File: src/kct_pkg.sv
package kct_pkg;

  localparam int TABLE_ENTRIES = 64;

  localparam int FUNC_W = 2;
  localparam int KEY_W  = 31;
  localparam int CNT_W  = 31;
  localparam int ST_W   = 2;

  localparam logic [CNT_W-1:0] COUNT_MAX = {CNT_W{1'b1}};
  localparam logic [CNT_W-1:0] COUNT_ONE = {{(CNT_W-1){1'b0}}, 1'b1};

  localparam logic [FUNC_W-1:0] FUNC_ADD = 2'd0;
  localparam logic [FUNC_W-1:0] FUNC_GET = 2'd1;
  localparam logic [FUNC_W-1:0] FUNC_SET = 2'd2;

  localparam logic [ST_W-1:0] ST_OK        = 2'd0;
  localparam logic [ST_W-1:0] ST_NOT_FOUND = 2'd1;
  localparam logic [ST_W-1:0] ST_FULL      = 2'd2;

  // One request as it travels along the chain of cells.
  typedef struct packed {
    logic              valid;
    logic              done;
    logic [FUNC_W-1:0] func;
    logic [KEY_W-1:0]  key;
    logic [CNT_W-1:0]  new_count;
    logic [CNT_W-1:0]  count;
    logic [ST_W-1:0]   status;
  } req_t;

endpackage

File: src/kct_cell.sv
module kct_cell (
  input  logic          clk,
  input  logic          rst_n,
  input  logic          adv,
  input  kct_pkg::req_t req_i,
  output kct_pkg::req_t req_o
);
  import kct_pkg::*;

  logic             ent_valid_r;
  logic [KEY_W-1:0] ent_key_r;
  logic [CNT_W-1:0] ent_count_r;
  req_t             req_r;
  req_t             req_nxt;
  logic             hit;
  logic             ins;
  logic             cnt_wr;
  logic [CNT_W-1:0] cnt_nxt;
  logic [CNT_W-1:0] cnt_inc;

  assign hit     = ent_valid_r && (ent_key_r == req_i.key);
  assign cnt_inc = (ent_count_r == COUNT_MAX) ? ent_count_r : ent_count_r + COUNT_ONE;

  always_comb begin
    req_nxt = req_i;
    ins     = 1'b0;
    cnt_wr  = 1'b0;
    cnt_nxt = ent_count_r;
    if (req_i.valid && !req_i.done) begin
      if (hit) begin
        req_nxt.done   = 1'b1;
        req_nxt.status = ST_OK;
        case (req_i.func)
          FUNC_ADD: begin
            cnt_wr        = 1'b1;
            cnt_nxt       = cnt_inc;
            req_nxt.count = cnt_inc;
          end
          FUNC_SET: begin
            cnt_wr        = 1'b1;
            cnt_nxt       = req_i.new_count;
            req_nxt.count = req_i.new_count;
          end
          default: begin
            req_nxt.count = ent_count_r;
          end
        endcase
      end else if (!ent_valid_r) begin
        // Entries fill from the bottom up, so no later cell can hold this key.
        req_nxt.done = 1'b1;
        case (req_i.func)
          FUNC_ADD: begin
            ins            = 1'b1;
            cnt_wr         = 1'b1;
            cnt_nxt        = COUNT_ONE;
            req_nxt.count  = COUNT_ONE;
            req_nxt.status = ST_OK;
          end
          FUNC_SET: begin
            ins            = 1'b1;
            cnt_wr         = 1'b1;
            cnt_nxt        = req_i.new_count;
            req_nxt.count  = req_i.new_count;
            req_nxt.status = ST_OK;
          end
          default: begin
          end
        endcase
      end
    end
  end

  always_ff @(posedge clk) begin
    if (!rst_n) begin
      ent_valid_r <= 1'b0;
    end else if (adv && ins) begin
      ent_valid_r <= 1'b1;
    end
  end

  always_ff @(posedge clk) begin
    if (adv && ins) begin
      ent_key_r <= req_i.key;
    end
    if (adv && cnt_wr) begin
      ent_count_r <= cnt_nxt;
    end
  end

  always_ff @(posedge clk) begin
    if (!rst_n) begin
      req_r.valid <= 1'b0;
    end else if (adv) begin
      req_r <= req_nxt;
    end
  end

  assign req_o = req_r;

endmodule

File: config.mk
export PLATFORM = sky130hd
export DESIGN_NAME = kct_cell
export DESIGN_NICKNAME = d
export VERILOG_FILES = /design/src/kct_pkg.sv /design/src/kct_cell.sv
export SDC_FILE = /design/constraint.sdc
export NUM_CORES = 1
export LEC_CHECK = 0
export ABC_AREA = 1
export BUFFER_PORTS_ARGS = -buffer_cell sky130_fd_sc_hd__buf_2
export CAP_MARGIN = 5
export CORE_UTILIZATION = 35
export DETAILED_ROUTE_END_ITERATION = 8
export PLACE_DENSITY = 0.6
export SKIP_LAST_GASP = 1
export SLEW_MARGIN = 20
export SYNTH_ARGS = -nofsm -noshare
export SYNTH_HDL_FRONTEND = slang
export SYNTH_SLANG_ARGS = --single-unit
File: constraint.sdc
create_clock -name clk -period 4.8 [get_ports clk]
set_input_delay 0 -clock clk [delete_from_list [all_inputs] [get_ports clk]]
set_output_delay 0 -clock clk [all_outputs]
set_load 0.02 [all_outputs]
**Word level (Yosys, flattened, before mapping)**

Cells that the tools add are included.
W data, S select, Z words.

- Register bits after elaboration: 162
- Input port bits: 102
- Output and inout port bits: 99
- Word-level logic and storage cells: 43

- Add/sub/neg operators: 1
- Equality and inequality tests: 4
- Muxes and demuxes: 18
- Reductions and logical operators: 10

Operators by type and width:

| operator | count |
|---|---|
| $pmux W31 S2 | 2 |
| $mux W33 | 3 |
| $mux W31 | 3 |
| $pmux W33 S2 | 1 |
| $add A31 B1 Y31 const B | 1 |
| $eq A31 B31 Y1 | 1 |
| $eq A31 B31 Y1 const B | 1 |
| $mux W1 | 9 |
| $logic_and A1 B1 Y1 | 4 |
| $reduce_and A4 Y1 | 1 |
| $reduce_bool A3 Y1 | 1 |
| $eq A2 B2 Y1 const B | 1 |
| $logic_not A2 Y1 | 1 |
| $ne A2 B1 Y1 const B | 1 |
| $reduce_and A2 Y1 | 1 |
| $reduce_or A2 Y1 | 1 |
| $logic_not A1 Y1 | 1 |

**Logic depth before layout (Yosys ltp)**

- Depth in word-level cells: 8
- Mapped depth: 15
- Depth with buffers taken out: 14

**Worst setup path after synthesis**

Ideal clock, no wire load.

- Path kind: flip-flop to flip-flop
- Start point: register ent_valid_r
- End point: register ent_key_r[0], enable pin
- Setup time: 458 ps
- Arrival: 3179 ps
- Data required time: 4342 ps
- Setup slack: 1163 ps
- Cell stages (with the launch flop): 6
- Buffers on the path: 2
- Period minus slack after synthesis: 3637 ps
- Cell sequence: dfxtp_1 -> clkbuf_1 -> nor2_1 -> clkinv_1 -> clkbuf_1 -> nor3_1

- Longest elaborated chain between the ends: 4
- Elaborated cells on any way between the ends: 5
- Classes of those cells: mux (3); reduce/logical (2)

RTL lines:

| element | RTL line | source |
|---|---|---|
| from (decl) | kct_cell.sv:10 | `logic ent_valid_r;` |
| from (signal assigned) | kct_cell.sv:75 | `ent_valid_r <= 1'b0;` |
| from (signal assigned) | kct_cell.sv:77 | `ent_valid_r <= 1'b1;` |
| $mux W1 / $logic_and A1 B1 Y1 (equally long branches) | kct_cell.sv:48, kct_cell.sv:21 |  |
| $mux W1 * | kct_cell.sv:30 | `if (hit) begin` |
| $mux W1 * | kct_cell.sv:29 | `if (req_i.valid && !req_i.done) begin` |
| $logic_and A1 B1 Y1 * | kct_cell.sv:82 | `if (adv && ins) begin` |
| to (signal assigned) | kct_cell.sv:83 | `ent_key_r <= req_i.key;` |
| to (decl) | kct_cell.sv:11 | `logic [KEY_W-1:0] ent_key_r;` |

Mark *: on every way between the ends. The rest lies on a longest branch, timed or not.
A chain may end at the register's enable or synchronous reset.

==> impl_metrics.yaml <==
clocking:
  numCtsBuffers: 17
  cts_hold_buffers: 102
  clock-sinks: 162
  clk_path_buf_depth: 2
  insertion_delay_ps: 430
  post_cts_buffers: 0
  cts_tree: "done"
  post_cts_resize_count: 0
  cts_root_buf: "clkbuf_16"
  cts_max_level: 4
  clk_pin_slew_ps: 80
sta:
  worstMarginPinSlew_ps: 944
  slew_headroom: 0.370
  setup_violations: 0
  timing.setup.tns_ps: 0
  rsz0062_at_grt: "no"
  post-route-min-period_ps: 2890
  report.final.hold_viol_count: 0
  fmax_ghz: 0.346
  finalMaxSlewViolations: 0
  timing.final.crit_share: 0.601
  fin_skew_ps: 10.1
final_layout:
  n_antenna_cell: 0
  multi_input_area_um2: 3180
  layout-drive-gt1-share: 0.205
  ff_latch_area_um2: 4840
  final_common_cell: "nand2_1"
  nets: 1389
  fin_area_um2: 11500
  fillers: 2295
  syn_to_final_growth_pct: 35.0
  final_cell_mix: "nand2_1, buf_2, edfxtp_1"
global_routing:
  grt_pass1_wl_um: 37800
  grt.total_usage: 0.200
  first_global_vias: 7286
  grt_max_degree: 61
  antenna_found_initial: 0
  grt-ovfl-total: 0
logic_synthesis:
  yosysSeqAreaShare: 0.571
  yosys_warnings: 0
  synth_nets: 1094
  netlist_area_um2: 8490
  ys_types: 30
  postSynthCellCount: 991
  synth.avg_cell_area_um2: 8.57
  synth-seq-cells: 162
drt:
  via_per_inst: 4.62
  drtPass1Iterations: 7
  routed_wl_um: 24000
  wl_per_cell_um: 14.8
  drc: 0
  drtIter0Drc: 430
  dr_total_vias: 7483
  ant_nets: 0
floorplanning:
  die_w_um: 158
  row_count: 56
  die_height_um: 158
  design.die.area_um2: 24900
  core_area_um2: 23600
  start_util: 0.360
  io_pins: 201
hold_path:
  min_path_type: "input port to flip-flop"
  hp-start: "req_i[95]"
  holdPathStages: 1
  min_to: "req_o[95]"
pwr:
  power.density_nw_per_um2: 311
  p_leak_nw: 5.05
  vdd_drop_max_mv: 0.202
status:
  outcome: "finished, final reports clean"
placement:
  port_buffers: 200
  place.gp.congestion: 0.888
  placed_cell_area_um2: 9780
  hpwl_um: 16400
worst_setup_path:
  start_kind: "flip-flop"
  cp.arrival_ps: 3190
  path_class: "flip-flop to flip-flop"
  reg2reg_depth: 7
  r2r_start: "ent_valid_r"
  crit_required_ps: 5100
  worst-r2r-setup-slack_ps: 1910
  crit_fanout: 35
  worst_setup_path_end_kind: "flip-flop"
  r2r_end: "req_o[3]"
flow_run:
  maxCapViolations: 0
-- per-layer routing --
layer,global-route usage,vias to the layer above,wire [um]
li1,-,3835,-
met1,0.266,3446,11200
met2,0.337,187,11500
met3,0.0263,15,949
met4,0.0601,0,279
met5,0,-,0
-- kinds of logic after synthesis --
kind of cell | synth area share
AO/OA/AOI/OAI | 0.0622
adder cells (fa/ha/maj) | 0.00147
flip-flops | 0.571
XOR/XNOR | 0.0309
AND/OR/NAND/NOR | 0.278
buffers and inverters | 0.0566
-- metrics by stage --
step | worst slack [ps] | utilization | cells | hold slack, ps | total power [mW]
CTS | 1490 | 0.484 | 1617 | 76.8 | 3.60
finish | 1910 | 0.486 | 1618 | 86.0 | 3.57
global route | 1560 | 0.486 | 1618 | 83.3 | 3.70
global placement | 1620 | 0.414 | 1483 | 198 | 2.06
detailed placement | 1500 | 0.414 | 1483 | 194 | 2.07
floorplan | 1160 | - | 991 | 98.9 | 1.91
-- flip-flops by register name (all words and copies together), names as in the netlist --
signal / count
req_o: 99
ent_count_r: 31
ent_key_r: 31
ent_valid_r: 1
-- Yosys cell counts --
cell type | count | area share
nor2_1 | 72 | 0.032
nand3_2 | 10 | 0.012
xnor2_1 | 29 | 0.030
dfxtp_1 | 2 | 0.0047
nand2_1 | 435 | 0.19
nand4_1 | 2 | 0.0015
inv_1 | 75 | 0.033
nand2_4 | 1 | 0.0013
nor2_2 | 1 | 0.00074
nand2_2 | 2 | 0.0015
buf_2 | 5 | 0.0029
xor2_1 | 1 | 0.0010
a21boi_0 | 1 | 0.00088
inv_2 | 1 | 0.00044
buf_12 | 1 | 0.0024
edfxtp_1 | 160 | 0.57
nand3b_1 | 1 | 0.00088
nor3b_1 | 1 | 0.00088
buf_4 | 8 | 0.0071
or2_2 | 3 | 0.0022
nor2_4 | 2 | 0.0027
ha_1 | 1 | 0.0015
clkbuf_1 | 20 | 0.0088
a21oi_1 | 2 | 0.0012
nor3_1 | 2 | 0.0012
o21ai_0 | 100 | 0.059
clkinv_1 | 1 | 0.00044
o32a_1 | 1 | 0.0012
buf_6 | 1 | 0.0013
nand3_1 | 50 | 0.029
-- cell type report --
cell class / instances / area share
sequential: 162 / 0.423
multi-input combinational: 717 / 0.277
timing repair buffer: 311 / 0.184
clock buffer: 17 / 0.0371
tap: 319 / 0.0348
inverter: 77 / 0.0254
clock inverter: 15 / 0.0188
-- where the power goes --
part	leakage (nW)	internal [mW]	switching, mW
clock network	0.308	0.805	0.666
logic	3.25	0.185	0.263
registers	1.50	1.63	0.0224
total	5.05	2.62	0.951
-- critical path, stage by stage (launching register included) --
cell	delay, ps
dfxtp_1	840
inv_1	660
nor2_4	680
buf_16	250
nand2_1	90
nand2_1	70
nand2_1	50
nand2_1	80
-- worst max-delay path by stage --
stage	startpoint	endpoint	slack, ps	depth (start not counted)
floorplan	ent_valid_r	ent_key_r[0]	1160	5
global placement	ent_valid_r	ent_count_r[6]	1620	3
detailed placement	ent_valid_r	req_o[3]	1500	6
CTS	ent_valid_r	req_o[3]	1490	6
global route	ent_valid_r	req_o[3]	1560	7
finish	ent_valid_r	req_o[3]	1910	7
No activity file was read; power rests on OpenSTA's default activity.
